===== config.mk =====
export PLATFORM = sky130hd
export DESIGN_NAME = imu_frame_deframer
export DESIGN_NICKNAME = d
export VERILOG_FILES = /design/src/imufd_pkg.sv /design/src/imufd_front.sv /design/src/imufd_queue.sv /design/src/imufd_back.sv /design/src/imu_frame_deframer.sv
export SDC_FILE = /design/constraint.sdc
export NUM_CORES = 1
export LEC_CHECK = 0
export BUFFER_PORTS_ARGS = -buffer_cell sky130_fd_sc_hd__buf_2
export CORE_MARGIN = 4
export CORE_UTILIZATION = 50
export DETAILED_ROUTE_END_ITERATION = 10
export PLACE_DENSITY = 0.7
export SLEW_MARGIN = 20
export SYNTH_ARGS = -nofsm -noshare
export SYNTH_HDL_FRONTEND = slang
export SYNTH_HIERARCHICAL = 1
export SYNTH_SLANG_ARGS = --single-unit

===== constraint.sdc =====
create_clock -name clk -period 17.42 [get_ports clk]
set_clock_uncertainty 0.05 [all_clocks]
set_input_delay 0.871 -clock clk [delete_from_list [all_inputs] [get_ports clk]]
set_output_delay 0.871 -clock clk [all_outputs]
set_load 0.01 [all_outputs]

===== src/imufd_pkg.sv =====
`default_nettype none
package imufd_pkg;

	// Default frame length in bytes, header included.
	localparam int FRAME_BYTES_DEF = 24;

	// Header bytes 'K' and 'S'.
	localparam logic [7:0] HDR_FIRST  = 8'h4B;
	localparam logic [7:0] HDR_SECOND = 8'h53;

	// Frame offset of the first payload byte and the byte after the last field.
	localparam int FIELD_FIRST_BYTE = 4;
	localparam int FIELD_END_BYTE   = 22 + 2;
	localparam int FIELD_COUNT      = 10;
	localparam int FIELD_IDX_W      = 4;

	// Offset at which collection resumes after the header pair.
	localparam int AFTER_HEADER = 2;

	// One queued operation for the field assembler.
	typedef struct packed {
		logic                   wr_low;
		logic                   wr_high;
		logic                   last;
		logic [FIELD_IDX_W-1:0] idx;
		logic [7:0]             data;
	} op_t;

	// Ten assembled 16-bit fields of one frame.
	typedef logic [FIELD_COUNT-1:0][15:0] fields_t;

endpackage
`default_nettype wire


===== src/imufd_front.sv =====
`default_nettype none
module imufd_front import imufd_pkg::*; #(
	parameter int FRAME_BYTES = FRAME_BYTES_DEF
) (
	input  wire logic       clk,
	input  wire logic       arst_n,
	input  wire logic       in_valid,
	output logic            in_ready,
	input  wire logic [7:0] data_byte,
	input  wire logic       chunk_start,
	output logic            push,
	output op_t             push_op,
	input  wire logic       q_ready
);

	localparam int POS_W = $clog2(FRAME_BYTES);

	logic             collecting_q;
	logic             pair_second_q;
	logic             first_was_k_q;
	logic [POS_W-1:0] pos_q;

	logic             accept;
	logic             coll_eff;
	logic             ps_eff;
	logic             fwk_eff;
	logic             in_fields;
	logic             is_last;
	logic [POS_W-1:0] rel;

	assign in_ready = q_ready;
	assign accept   = in_valid && q_ready;

	// A chunk start restarts the hunt before this word is classified.
	assign coll_eff = collecting_q && !chunk_start;
	assign ps_eff   = pair_second_q && !chunk_start;
	assign fwk_eff  = first_was_k_q && !chunk_start;

	// Classify a collected word by its offset in the frame.
	assign in_fields = (pos_q >= POS_W'(FIELD_FIRST_BYTE)) && (pos_q < POS_W'(FIELD_END_BYTE));
	assign is_last   = (pos_q == POS_W'(FRAME_BYTES - 1));
	assign rel       = pos_q - POS_W'(FIELD_FIRST_BYTE);

	always_comb begin
		push_op.wr_low  = in_fields && !pos_q[0];
		push_op.wr_high = in_fields && pos_q[0];
		push_op.last    = is_last;
		push_op.idx     = rel[FIELD_IDX_W:1];
		push_op.data    = data_byte;
	end

	assign push = accept && coll_eff && (in_fields || is_last);

	// Header hunt on even-aligned pairs, then offset tracking.
	always_ff @(posedge clk or negedge arst_n) begin
		if (!arst_n) begin
			collecting_q  <= 1'b0;
			pair_second_q <= 1'b0;
			first_was_k_q <= 1'b0;
			pos_q         <= '0;
		end else if (accept) begin
			if (!coll_eff) begin
				if (!ps_eff) begin
					first_was_k_q <= (data_byte == HDR_FIRST);
					pair_second_q <= 1'b1;
					collecting_q  <= 1'b0;
				end else begin
					first_was_k_q <= 1'b0;
					pair_second_q <= 1'b0;
					if (fwk_eff && data_byte == HDR_SECOND) begin
						collecting_q <= 1'b1;
						pos_q        <= POS_W'(AFTER_HEADER);
					end else begin
						collecting_q <= 1'b0;
					end
				end
			end else if (is_last) begin
				collecting_q  <= 1'b0;
				pair_second_q <= 1'b0;
				first_was_k_q <= 1'b0;
				pos_q         <= '0;
			end else begin
				pos_q <= pos_q + 1'b1;
			end
		end
	end

endmodule
`default_nettype wire


===== src/imufd_queue.sv =====
`default_nettype none
module imufd_queue import imufd_pkg::*; (
	input  wire logic clk,
	input  wire logic arst_n,
	input  wire logic push,
	input  wire op_t  push_op,
	output logic      q_ready,
	output logic      q_valid,
	output op_t       q_op,
	input  wire logic pop
);

	op_t        entry_q [2];
	logic       wr_ptr_q;
	logic       rd_ptr_q;
	logic [1:0] count_q;

	assign q_ready = (count_q != 2'd2);
	assign q_valid = (count_q != 2'd0);
	assign q_op    = entry_q[rd_ptr_q];

	// Two-entry circular buffer between the classifier and the assembler.
	always_ff @(posedge clk or negedge arst_n) begin
		if (!arst_n) begin
			wr_ptr_q <= 1'b0;
			rd_ptr_q <= 1'b0;
			count_q  <= 2'd0;
		end else begin
			if (push) begin
				wr_ptr_q <= !wr_ptr_q;
			end
			if (pop) begin
				rd_ptr_q <= !rd_ptr_q;
			end
			if (push && !pop) begin
				count_q <= count_q + 2'd1;
			end else if (pop && !push) begin
				count_q <= count_q - 2'd1;
			end
		end
	end

	// Entry storage needs no reset.
	always_ff @(posedge clk) begin
		if (push) begin
			entry_q[wr_ptr_q] <= push_op;
		end
	end

endmodule
`default_nettype wire


===== src/imufd_back.sv =====
`default_nettype none
module imufd_back import imufd_pkg::*; (
	input  wire logic clk,
	input  wire logic arst_n,
	input  wire logic q_valid,
	input  wire op_t  q_op,
	output logic      pop,
	output logic      out_valid,
	input  wire logic out_ready,
	output fields_t   out_fields
);

	logic [15:0] field_q [FIELD_COUNT];
	logic [7:0]  low_hold_q;
	logic        out_valid_q;
	fields_t     out_q;
	fields_t     merged;
	logic        out_free;

	// A frame-end word waits until the output register is free.
	assign out_free = !out_valid_q || out_ready;
	assign pop      = q_valid && (!q_op.last || out_free);

	assign out_valid  = out_valid_q;
	assign out_fields = out_q;

	// Field store with the word being written folded in.
	always_comb begin
		for (int i = 0; i < FIELD_COUNT; i++) begin
			if (q_op.wr_high && q_op.idx == FIELD_IDX_W'(i)) begin
				merged[i] = {q_op.data, low_hold_q};
			end else begin
				merged[i] = field_q[i];
			end
		end
	end

	// Low byte hold and field store, written as words are popped.
	always_ff @(posedge clk) begin
		if (pop && q_op.wr_low) begin
			low_hold_q <= q_op.data;
		end
		if (pop && q_op.wr_high) begin
			field_q[q_op.idx] <= {q_op.data, low_hold_q};
		end
		if (pop && q_op.last) begin
			out_q <= merged;
		end
	end

	// Output valid flag.
	always_ff @(posedge clk or negedge arst_n) begin
		if (!arst_n) begin
			out_valid_q <= 1'b0;
		end else if (pop && q_op.last) begin
			out_valid_q <= 1'b1;
		end else if (out_ready) begin
			out_valid_q <= 1'b0;
		end
	end

endmodule
`default_nettype wire


===== src/imu_frame_deframer.sv =====
// IMU frame deframer: takes one byte word per cycle when ready, hunts for the 'K','S'
// header on even-aligned byte pairs, collects a FRAME_BYTES long frame and emits the ten
// little-endian fields of each completed frame as one output word. The frame's last byte
// is registered in the queue and then in the output register. A classifier tracks header
// sync and frame offset, and a two-entry queue passes the payload bytes to a field
// assembler that owns the output register. The block sustains one input word per
// cycle. in_ready drops only while a finished frame is held at the output, the next
// frame's end word waits behind it in the queue, and one payload byte of the frame
// after that has filled the queue. A word with chunk_start set restarts the hunt and
// drops any partial frame.
`default_nettype none
module imu_frame_deframer import imufd_pkg::*; #(
	parameter int FRAME_BYTES = FRAME_BYTES_DEF
) (
	input  wire logic        clk,
	input  wire logic        arst_n,
	input  wire logic        in_valid,
	output logic             in_ready,
	input  wire logic [7:0]  data_byte,
	input  wire logic        chunk_start,
	output logic             out_valid,
	input  wire logic        out_ready,
	output logic signed [15:0] gyro_x,
	output logic signed [15:0] gyro_y,
	output logic signed [15:0] gyro_z,
	output logic signed [15:0] accel_x,
	output logic signed [15:0] accel_y,
	output logic signed [15:0] accel_z,
	output logic signed [15:0] magnet_x,
	output logic signed [15:0] magnet_y,
	output logic signed [15:0] magnet_z,
	output logic [15:0]      frame_sequence
);

	logic    push;
	op_t     push_op;
	logic    q_ready;
	logic    q_valid;
	op_t     q_op;
	logic    pop;
	fields_t fields;

	imufd_front #(
		.FRAME_BYTES(FRAME_BYTES)
	) u_front (
		.clk        (clk),
		.arst_n     (arst_n),
		.in_valid   (in_valid),
		.in_ready   (in_ready),
		.data_byte  (data_byte),
		.chunk_start(chunk_start),
		.push       (push),
		.push_op    (push_op),
		.q_ready    (q_ready)
	);

	imufd_queue u_queue (
		.clk    (clk),
		.arst_n (arst_n),
		.push   (push),
		.push_op(push_op),
		.q_ready(q_ready),
		.q_valid(q_valid),
		.q_op   (q_op),
		.pop    (pop)
	);

	imufd_back u_back (
		.clk       (clk),
		.arst_n    (arst_n),
		.q_valid   (q_valid),
		.q_op      (q_op),
		.pop       (pop),
		.out_valid (out_valid),
		.out_ready (out_ready),
		.out_fields(fields)
	);

	// Field order matches the frame layout.
	assign gyro_x         = signed'(fields[0]);
	assign gyro_y         = signed'(fields[1]);
	assign gyro_z         = signed'(fields[2]);
	assign accel_x        = signed'(fields[3]);
	assign accel_y        = signed'(fields[4]);
	assign accel_z        = signed'(fields[5]);
	assign magnet_x       = signed'(fields[6]);
	assign magnet_y       = signed'(fields[7]);
	assign magnet_z       = signed'(fields[8]);
	assign frame_sequence = fields[9];

endmodule
`default_nettype wire


==> results of run 1 <==
power groups by stage:
stage / clock, uW / sequential [uW] / combinational [uW]
6_report: 799 / 964 / 3.90
5_1_grt: 856 / 963 / 4.34
4_1_cts: 814 / 964 / 3.93
3_5_place_dp: 0 / 983 / 3.95
3_3_place_gp: 0 / 983 / 3.76
2_1_floorplan: 0 / 983 / 2.38
kinds of logic after synthesis:
group	Yosys count	synth area share [%]
xor gates and xnor gates	6	0.372
adders and majority gates	5	0.443
AOI/OAI and AO/OA	18	0.816
muxes	175	14.2
and+or+nand+nor	53	3.09
buffers and inverters	57	2.61
DFF	371	78.5
cell type report:
class	count	area share, %
Clock buffer	45	6.13
Clock inverter	23	1.37
Inverter	13	0.296
Multi-Input combinational cell	257	16.3
Sequential cell	371	67.3
Tap cell	378	2.87
Timing Repair Buffer	184	5.75
through the flow:
stage | power (uW) | util [%] | area [um^2]
2_1_floorplan | 985 | - | 14100
6_report | 1770 | 59.3 | 16500
5_1_grt | 1820 | 59.3 | 16500
3_3_place_gp | 987 | 54.8 | 15200
4_1_cts | 1780 | 59.3 | 16500
3_5_place_dp | 987 | 54.8 | 15200
cells in the final DEF, fill, tap and decap left out, types with 2 or more instances in the layout:
| master | Yosys | routed |
|---|---|---|
| nand4b_4 | 2 | 2 |
| nor3_4 | 1 | 3 |
| ha_1 | 5 | 5 |
| dfrtp_1 | 13 | 13 |
| clkbuf_16 | 0 | 39 |
| nand2b_1 | 3 | 3 |
| nor4_1 | 2 | 2 |
| nor3_1 | 2 | 2 |
| inv_1 | 13 | 13 |
| nor2_1 | 8 | 8 |
| o21ai_0 | 7 | 7 |
| a31oi_1 | 3 | 3 |
| mux2_2 | 165 | 165 |
| clkinv_1 | 0 | 6 |
| nand4b_1 | 2 | 2 |
| a21oi_1 | 2 | 2 |
| xor2_1 | 5 | 5 |
| clkinv_2 | 0 | 8 |
| bufinv_16 | 0 | 4 |
| buf_4 | 14 | 10 |
| nand3_1 | 3 | 3 |
| buf_2 | 2 | 174 |
| edfxtp_1 | 358 | 358 |
| nand2_1 | 8 | 8 |
| mux2_4 | 9 | 9 |
| and2_1 | 2 | 2 |
| nor4_4 | 2 | 2 |
| inv_6 | 0 | 4 |
| clkbuf_1 | 0 | 5 |
registers in the layout, indices dropped and copies added (netlist names):
signal                 cells
u_front/collecting_q       1
u_back/low_hold_q          8
u_queue/wr_ptr_q           1
u_front/first_was_k_q      1
u_back/out_valid           1
u_back/field_q           160
u_queue/count_q            2
u_back/out_fields        160
u_queue/rd_ptr_q           1
u_queue/entry_q           30
u_front/pos_q              5
u_front/pair_second_q      1
final timing paths:
kind	from	endpoint	slack, ps	depth (start not counted)
worst max register to register	u_queue/rd_ptr_q	u_back/out_fields[140]	13710	5
worst min register to register	u_queue/count_q[1]	u_queue/count_q[1]	430	1
max in group asynchronous	arst_n	u_front/pos_q[4]	16880	1
worst min-delay path	arst_n	u_front/collecting_q	200	1
min in group clk	u_queue/count_q[1]	u_queue/count_q[1]	430	1
worst max-delay path	u_queue/rd_ptr_q	u_back/out_fields[140]	13710	5
layer usage:
| metal | GRT usage, % | vias to the layer above | share of wire, % |
|---|---|---|---|
| met5 | 0 | - | 0.048 |
| met4 | 4.42 | 2 | 1.9 |
| met3 | 3.40 | 41 | 6.1 |
| met2 | 28.0 | 201 | 49 |
| met1 | 24.8 | 3366 | 43 |
| li1 | - | 3029 | - |
==> flow_summary.json, run 1 <==
{
  "yosysTopAreaCellShare_pct": 76.2,
  "power.density_nw_per_um2": 107,
  "synthFlopType": "edfxtp_1",
  "regArea_um2": 11100,
  "numCtsBuffers": 38,
  "dpl_worst_slack_ps": 13720,
  "ys_top_cells_by_area": "edfxtp_1, mux2_2, dfrtp_1, mux2_4, buf_6",
  "worst_pin_slew_ps": 964,
  "coreArea_um2": 27800,
  "io_buffers": 174,
  "power_frac_clock_pct": 45.2,
  "grt_max_degree": 65,
  "cp.arrival_ps": 3910,
  "grt_pass1_wl_um": 41100,
  "ioPinCount": 175,
  "fp-row-count": 61,
  "avgSynthCellArea_um2": 20.6,
  "yosys.area.top_type": "edfxtp_1",
  "syn_nets": 703,
  "dp_hpwl_um": 16700,
  "grt_pass1_vias": 6593,
  "status": "finished, final reports clean",
  "vias": 6639,
  "die_w_um": 176,
  "gp_congestion": 0.786,
  "synth_seq_cells": 371,
  "final_layout_size_suffix_gt1_share_pct": 48.3,
  "synth_most_common_cell": "edfxtp_1",
  "finalCritPeriodShare_pct": 21.3,
  "pwr-share-seq_pct": 54.6,
  "final_antenna_net_count": 0,
  "cp_max_fo": 20,
  "async_flop_share_pct": 3.50,
  "crit_chain": "mux2_2 > and3b_1 > nor4_4 > buf_4 > mux2_2",
  "clk_pin_slew_ps": 60,
  "slew_headroom_pct": 35.3,
  "synth_edf_count": 358,
  "cp_num_buf_inv": 1,
  "clk_latency_ps": 510,
  "cts_setup_buffers": 0,
  "drc_errors": 0,
  "multi_input_area_um2": 2690,
  "yosysWarnings": 6,
  "syn_inst": 685,
  "synth.top_cells.by_count": "edfxtp_1, mux2_2, buf_1",
  "antennaDiodeCount": 0,
  "fin_cells": 1271,
  "viasPerCell": 5.22,
  "ctsResizeCount": 0,
  "hold_class": "in -> async",
  "place_inst": 1203,
  "overflow": 0,
  "crit_path_end_kind": "flop",
  "fmax_mhz": 269,
  "fin_ws_ps": 13710,
  "cts-root-buf": "clkbuf_16",
  "cp-start-kind": "flop",
  "max_stage_delay_ps": 870,
  "min_period_ps": 3710,
  "p_comb_share_pct": 0.2,
  "timing.setup.tns_ps": 0,
  "worst_path_max_delay_cell": "dfrtp_1",
  "yosysUniqueCellTypes": 50,
  "initial_core_util_pct": 50.8,
  "max-cap-violations": 0,
  "dr.pass1.iters": 4,
  "hold_violations": 0,
  "whs_ps": 199,
  "tritoncts": "yes",
  "fillers": 2071,
  "finalNetCount": 883,
  "worstSetupPathType": "reg -> reg",
  "dieArea_um2": 31000,
  "vdd_drop_max_mv": 0.0706,
  "postCtsHoldBufs": 0,
  "drt-wirelength-per-cell_um": 21.4,
  "clock_path_buffers": 3,
  "cp_common_cell": "mux2_2",
  "htreeDepth": 2,
  "p_int_uw": 1440,
  "grt_util_all_layers_pct": 17.4,
  "p_leak_uw": 0.00574,
  "setup_violations": 0,
  "netSwitchingPower_uw": 326,
  "rsz0062_at_grt": "false",
  "finalMaxSlewViolations": 0,
  "worstPathRequired_ps": 17620,
  "grt_antenna_before_repair": 1,
  "die_y_um": 176,
  "cts_sinks": 371,
  "wirelength_um": 27300,
  "path_delay_family": "simple AND/OR/NAND/NOR gates",
  "netlist_area_um2": 14100,
  "area_growth_pct": 16.7,
  "swShare_pct": 18.5,
  "drt_iter0_markers": 560,
  "ys_seq_area_share_pct": 78.5
}
(Power assumes the default switching activity.)
==> run 2: changes to the inputs <==
==> constraint.sdc (replaced) <==
create_clock -name clk -period 3.8 [get_ports clk]
set_clock_uncertainty 0.05 [all_clocks]
set_input_delay 0.19 -clock clk [delete_from_list [all_inputs] [get_ports clk]]
set_output_delay 0.19 -clock clk [all_outputs]
set_load 0.01 [all_outputs]
==> run 2 against run 1 <==
Power grew to 4.5 times the previous value; critical path depth shrank 1; register-to-register slack lost 13000 ps; cell area grew 0.79%; first-iteration DRC count grew 13%.
==> flow_summary.json, run 2 (synthesis gave the netlist of run 1 again) <==
{
  "p_int_uw": 6530,
  "tritoncts": "yes",
  "post-route-cell-area_um2": 16600,
  "die_w_um": 176,
  "crit_path_end_kind": "flop",
  "dr.pass1.iters": 5,
  "antennaDiodeCount": 0,
  "gp_congestion": 0.733,
  "fin_ws_ps": 701,
  "dpl_worst_slack_ps": 705,
  "power.density_nw_per_um2": 480,
  "grt_use_met1_pct": 25.6,
  "finalMaxSlewViolations": 0,
  "dieArea_um2": 31000,
  "drc_errors": 0,
  "overflow": 0,
  "area_growth_pct": 17.6,
  "grt-busiest-layer": "met2",
  "finalCritPeriodShare_pct": 81.6,
  "slew_headroom_pct": 30.6,
  "layout_common_cells": "edfxtp_1, buf_2, mux2_2",
  "cts_setup_buffers": 0,
  "final_antenna_net_count": 0,
  "timing.setup.tns_ps": 0,
  "groute.layer.met2.usage_pct": 28.5,
  "grt_use_met3_pct": 3.02,
  "power_frac_clock_pct": 44.1,
  "worstSetupPathType": "reg -> reg",
  "fmax_mhz": 323,
  "vias": 6748,
  "final_layout_size_suffix_gt1_share_pct": 47.6,
  "die_y_um": 176,
  "final_common_cell": "edfxtp_1",
  "cp.arrival_ps": 3180,
  "netSwitchingPower_uw": 1430,
  "worstPathRequired_ps": 3880,
  "setup_violations": 0,
  "cts-root-buf": "clkbuf_16",
  "clk_pin_slew_ps": 60,
  "initial_core_util_pct": 50.8,
  "io_buffers": 174,
  "hold_class": "in -> async",
  "grt_antenna_before_repair": 0,
  "clk_latency_ps": 510,
  "cp-start-kind": "flop",
  "dp_hpwl_um": 16600,
  "numCtsBuffers": 37,
  "finalNetCount": 902,
  "grt_max_degree": 54,
  "min_period_ps": 3100,
  "ctsResizeCount": 0,
  "p_leak_uw": 0.00580,
  "status": "finished, final reports clean",
  "wirelength_um": 27500,
  "coreArea_um2": 27800,
  "grt_pass1_wl_um": 41800,
  "grt_util_all_layers_pct": 17.7,
  "clock_path_buffers": 3,
  "drt-wirelength-per-cell_um": 21.4,
  "p_comb_share_pct": 0.4,
  "viasPerCell": 5.26,
  "drt_iter0_markers": 634,
  "rsz0062_at_grt": "false",
  "cts_sinks": 371,
  "grt_pass1_vias": 6842,
  "vdd_drop_max_mv": 0.310,
  "pwr-share-seq_pct": 55.5,
  "ioPinCount": 175,
  "placed_area_um2": 15300,
  "worst_pin_slew_ps": 1040,
  "finish.utilization_pct": 59.7,
  "htreeDepth": 2,
  "cp_max_fo": 17,
  "max-cap-violations": 0,
  "swShare_pct": 18.0,
  "hold_violations": 0,
  "fp-row-count": 61
}
==> run 2: final timing paths <==
path / slack [ps] / cells after the start / startpoint / end
min reg2reg: 430 / 1 / u_queue/wr_ptr_q / u_queue/wr_ptr_q
max reg2reg: 700 / 4 / u_queue/rd_ptr_q / u_back/field_q[2][14]
max: 700 / 4 / u_queue/rd_ptr_q / u_back/field_q[2][14]
min: 50 / 2 / arst_n / u_front/pos_q[1]
max in group asynchronous: 3390 / 2 / arst_n / u_queue/count_q[1]
min in group clk: 50 / 3 / in_valid / u_front/collecting_q
==> run 2: worst max-delay path, stage by stage (launching register included) <==
cell and delay, ps:
dfrtp_1 660, mux2_2 420, and4bb_1 450, nand4b_4 400, inv_1 750
==> run 2: through the flow <==
step / total power (uW) / std cells / hold WS, ps
4_1_cts: 8040 / 1283 / 23.8
2_1_floorplan: 4520 / 685 / -156
6_report: 7960 / 1283 / 51.0
5_1_grt: 8210 / 1283 / 66.7
3_5_place_dp: 4530 / 1212 / 51.6
3_3_place_gp: 4520 / 1212 / 50.1
==> run 2: final cells by class <==
class,count,area (um^2)
fillers,2051,11200
clock inverters,13,176
flip-flops and latches,371,11100
repair buffers,204,1150
inverters,13,48.8
multi-input cells,257,2690
clock buffers,47,985
well taps,378,473
==> run 2: power groups by stage <==
stage | Clock (uW) | Combinational, uW | Sequential [uW]
2_1_floorplan | 0 | 10.9 | 4510
3_3_place_gp | 0 | 18.6 | 4510
3_5_place_dp | 0 | 19.5 | 4510
4_1_cts | 3600 | 28.0 | 4420
5_1_grt | 3760 | 31.5 | 4420
6_report | 3520 | 28.1 | 4420
==> run 2: layer usage <==
layer  routed length (um)  vias up
met5                    0        -
met4                  480        0
met2                13300      219
met3                 1540       37
met1                12200     3441
li1                     -     3051
==> run 2: what timing repair did <==
| item | 4_1_cts | 5_1_grt |
|---|---|---|
| hold endpoints to repair | 32 | 0 |
| setup endpoints to repair | 0 | 0 |
| hold buffers | 11 | 0 |
==> run 3: changes to the inputs <==
--- a/config.mk
+++ b/config.mk
@@ -5,11 +5,12 @@
 export SDC_FILE = /design/constraint.sdc
 export NUM_CORES = 1
 export LEC_CHECK = 0
+export ABC_AREA = 1
 export BUFFER_PORTS_ARGS = -buffer_cell sky130_fd_sc_hd__buf_2
 export CORE_MARGIN = 4
 export CORE_UTILIZATION = 50
 export DETAILED_ROUTE_END_ITERATION = 10
-export PLACE_DENSITY = 0.7
+export PLACE_DENSITY = 0.73
 export SLEW_MARGIN = 20
 export SYNTH_ARGS = -nofsm -noshare
 export SYNTH_HDL_FRONTEND = slang
==> constraint.sdc (replaced) <==
create_clock -name clk -period 2.6 [get_ports clk]
set_clock_uncertainty 0.05 [all_clocks]
set_input_delay 0.13 -clock clk [delete_from_list [all_inputs] [get_ports clk]]
set_output_delay 0.13 -clock clk [all_outputs]
set_load 0.01 [all_outputs]
==> run 3 against run 2 <==
Fmax grew 32%; cell area grew 10%; worst hold slack gained 250 ps; die area grew 9.4%; utilization shrank 0.071 points; first-iteration DRC count grew 44%; synthesized area grew 9.9%; count of clock-buffer cells in the layout grew 4; critical path depth grew 4; synthesized cell count grew 80%; sequential share of layout area shrank 6.1 points; register-to-register slack lost 450 ps; critical path type unchanged; largest cell class unchanged; largest power group unchanged; highest routed layer unchanged.
==> flow_summary.json, run 3 <==
{
  "drt_iter0_markers": 912,
  "worstPathRequired_ps": 2920,
  "layout_common_cells": "edfxtp_1, nand2_1, inv_1",
  "cp_num_buf_inv": 2,
  "area_growth_pct": 17.7,
  "fmax_mhz": 426,
  "synth.top_cells.by_count": "edfxtp_1, nand2_1, inv_1",
  "clock_path_buffers": 3,
  "fp-row-count": 64,
  "coreArea_um2": 30600,
  "die_w_um": 184,
  "finish.utilization_pct": 59.7,
  "rsz0062_at_grt": "false",
  "cts_sinks": 371,
  "synthFlopType": "edfxtp_1",
  "yosysTopAreaCellShare_pct": 69.3,
  "wirelength_um": 34500,
  "cp_max_fo": 87,
  "worst_path_max_delay_cell": "dfrtp_1",
  "synth_seq_cells": 371,
  "whs_ps": 304,
  "synthSimpleGateAreaFrac_pct": 11.5,
  "crit_chain": "mux2_4 > nand3_4 > nand3_4 > buf_12 > nor2_4 > buf_12 > nand2_1 > nand2_1",
  "vias": 9441,
  "yosysUniqueCellTypes": 33,
  "clk_pin_slew_ps": 60,
  "setup_violations": 0,
  "cp-start-kind": "flop",
  "avgSynthCellArea_um2": 12.6,
  "synth_edf_count": 358,
  "yosysWarnings": 6,
  "viasPerCell": 5.11,
  "grt_pass1_vias": 9294,
  "synth_compound_area_share_pct": 7.95,
  "tritoncts": "yes",
  "crit_path_end_kind": "flop",
  "final_layout_size_suffix_gt1_share_pct": 21.8,
  "hold_violations": 0,
  "overflow": 0,
  "die_y_um": 184,
  "netlist_area_um2": 15500,
  "grt_antenna_before_repair": 0,
  "worst_pin_slew_ps": 925,
  "yosys.area.top_type": "edfxtp_1",
  "finalMaxSlewViolations": 0,
  "grt_util_all_layers_pct": 20.2,
  "max_stage_delay_ps": 620,
  "ioPinCount": 175,
  "syn_inst": 1232,
  "slew_headroom_pct": 38.4,
  "worstSetupPathType": "reg -> reg",
  "hold_class": "in -> reg",
  "dr.pass1.iters": 5,
  "numCtsBuffers": 38,
  "drc_errors": 0,
  "synth_top_family_by_area": "simple AND/OR/NAND/NOR gates",
  "async_flop_share_pct": 3.50,
  "initial_core_util_pct": 50.7,
  "dieArea_um2": 33900,
  "clk_latency_ps": 520,
  "vdd_drop_max_mv": 0.391,
  "dp_hpwl_um": 21000,
  "multi_input_area_um2": 3360,
  "final_common_cell": "edfxtp_1",
  "synthAdderAreaFrac_pct": 0.403,
  "ys_top_cells_by_area": "edfxtp_1, nand2_1, o21bai_1, inv_1, dfrtp_1",
  "syn_nets": 1250,
  "antennaDiodeCount": 0,
  "drt-wirelength-per-cell_um": 18.7,
  "final_antenna_net_count": 0,
  "htreeDepth": 2,
  "grt_pass1_wl_um": 52900,
  "cp.arrival_ps": 2670,
  "finalCritPeriodShare_pct": 90.3,
  "ctsResizeCount": 0,
  "io_buffers": 174,
  "path_delay_family": "simple AND/OR/NAND/NOR gates",
  "power.density_nw_per_um2": 639,
  "max-cap-violations": 0,
  "synth_xor_area_share_pct": 0.339,
  "grt_max_degree": 88,
  "gp_congestion": 0.764,
  "ys_seq_area_share_pct": 71.4,
  "synthMuxAreaShare_pct": 1.31,
  "p_leak_uw": 0.00714,
  "fillers": 2374,
  "status": "finished, final reports clean",
  "cts-root-buf": "clkbuf_16",
  "finalNetCount": 1442,
  "regArea_um2": 11100,
  "min_period_ps": 2350
}
-- run 3: final timing paths --
kind | start | end | slack, ps | cells past startpoint
worst max-delay path | u_queue/rd_ptr_q | u_back/out_fields[84] | 250 | 8
worst min-delay path | data_byte[3] | u_queue/entry_q[1][3] | 300 | 2
worst max register to register | u_queue/rd_ptr_q | u_back/out_fields[84] | 250 | 8
worst min register to register | u_front/pair_second_q | u_front/pair_second_q | 440 | 2
max in group asynchronous | arst_n | u_queue/rd_ptr_q | 1400 | 3
min in group asynchronous | arst_n | u_front/first_was_k_q | 670 | 3
-- run 3: cell families after synthesis --
group	Yosys count
buffers and inverters	255
adder cells (fa/ha/maj)	5
AND/OR/NAND/NOR	415
AO/OA/AOI/OAI	165
multiplexers	15
flip-flops	371
XOR/XNOR	6
-- run 3: routing by layer --
layer | part of all wire, % | GRT usage (%)
met2 | 49 | 33.4
met4 | 2.6 | 6.09
met5 | 0 | 0
met3 | 7.8 | 3.91
met1 | 41 | 27.5
-- run 3: repair_timing --
action | in CTS | in global routing
setup endpoints to repair | 0 | 0
hold endpoints to repair | 34 | 0
hold buffers | 13 | 0
setup buffers | 0 | 0
-- run 3: per-stage QoR --
stage               worst slack (ps)  cells  power, uW  setup TNS (ps)  cell area [um^2]
finish                           253   1847      11700               0             18300
global route                     147   1847      12000               0             18300
CTS                              281   1847      11800               0             18300
detailed placement               311   1767       6620               0             16900
global placement                 345   1767       6620               0             16900
floorplan                      -1200   1232       6610         -191650             15500
-- run 3: final cells by class --
| type | instances | share of cell area, % |
|---|---|---|
| Clock buffer | 51 | 5.94 |
| Clock inverter | 16 | 0.548 |
| Inverter | 186 | 3.85 |
| Multi-Input combinational cell | 606 | 18.4 |
| Sequential cell | 371 | 60.7 |
| Tap cell | 396 | 2.71 |
| Timing Repair Buffer | 221 | 7.84 |
-- run 3: report_power, final --
part	internal [uW]	switching (uW)	total, uW	leakage (uW)
clock	3020	2140	5160	0.000578
combinational	23.0	24.0	47.0	0.00318
sequential	6460	0.922	6460	0.00339
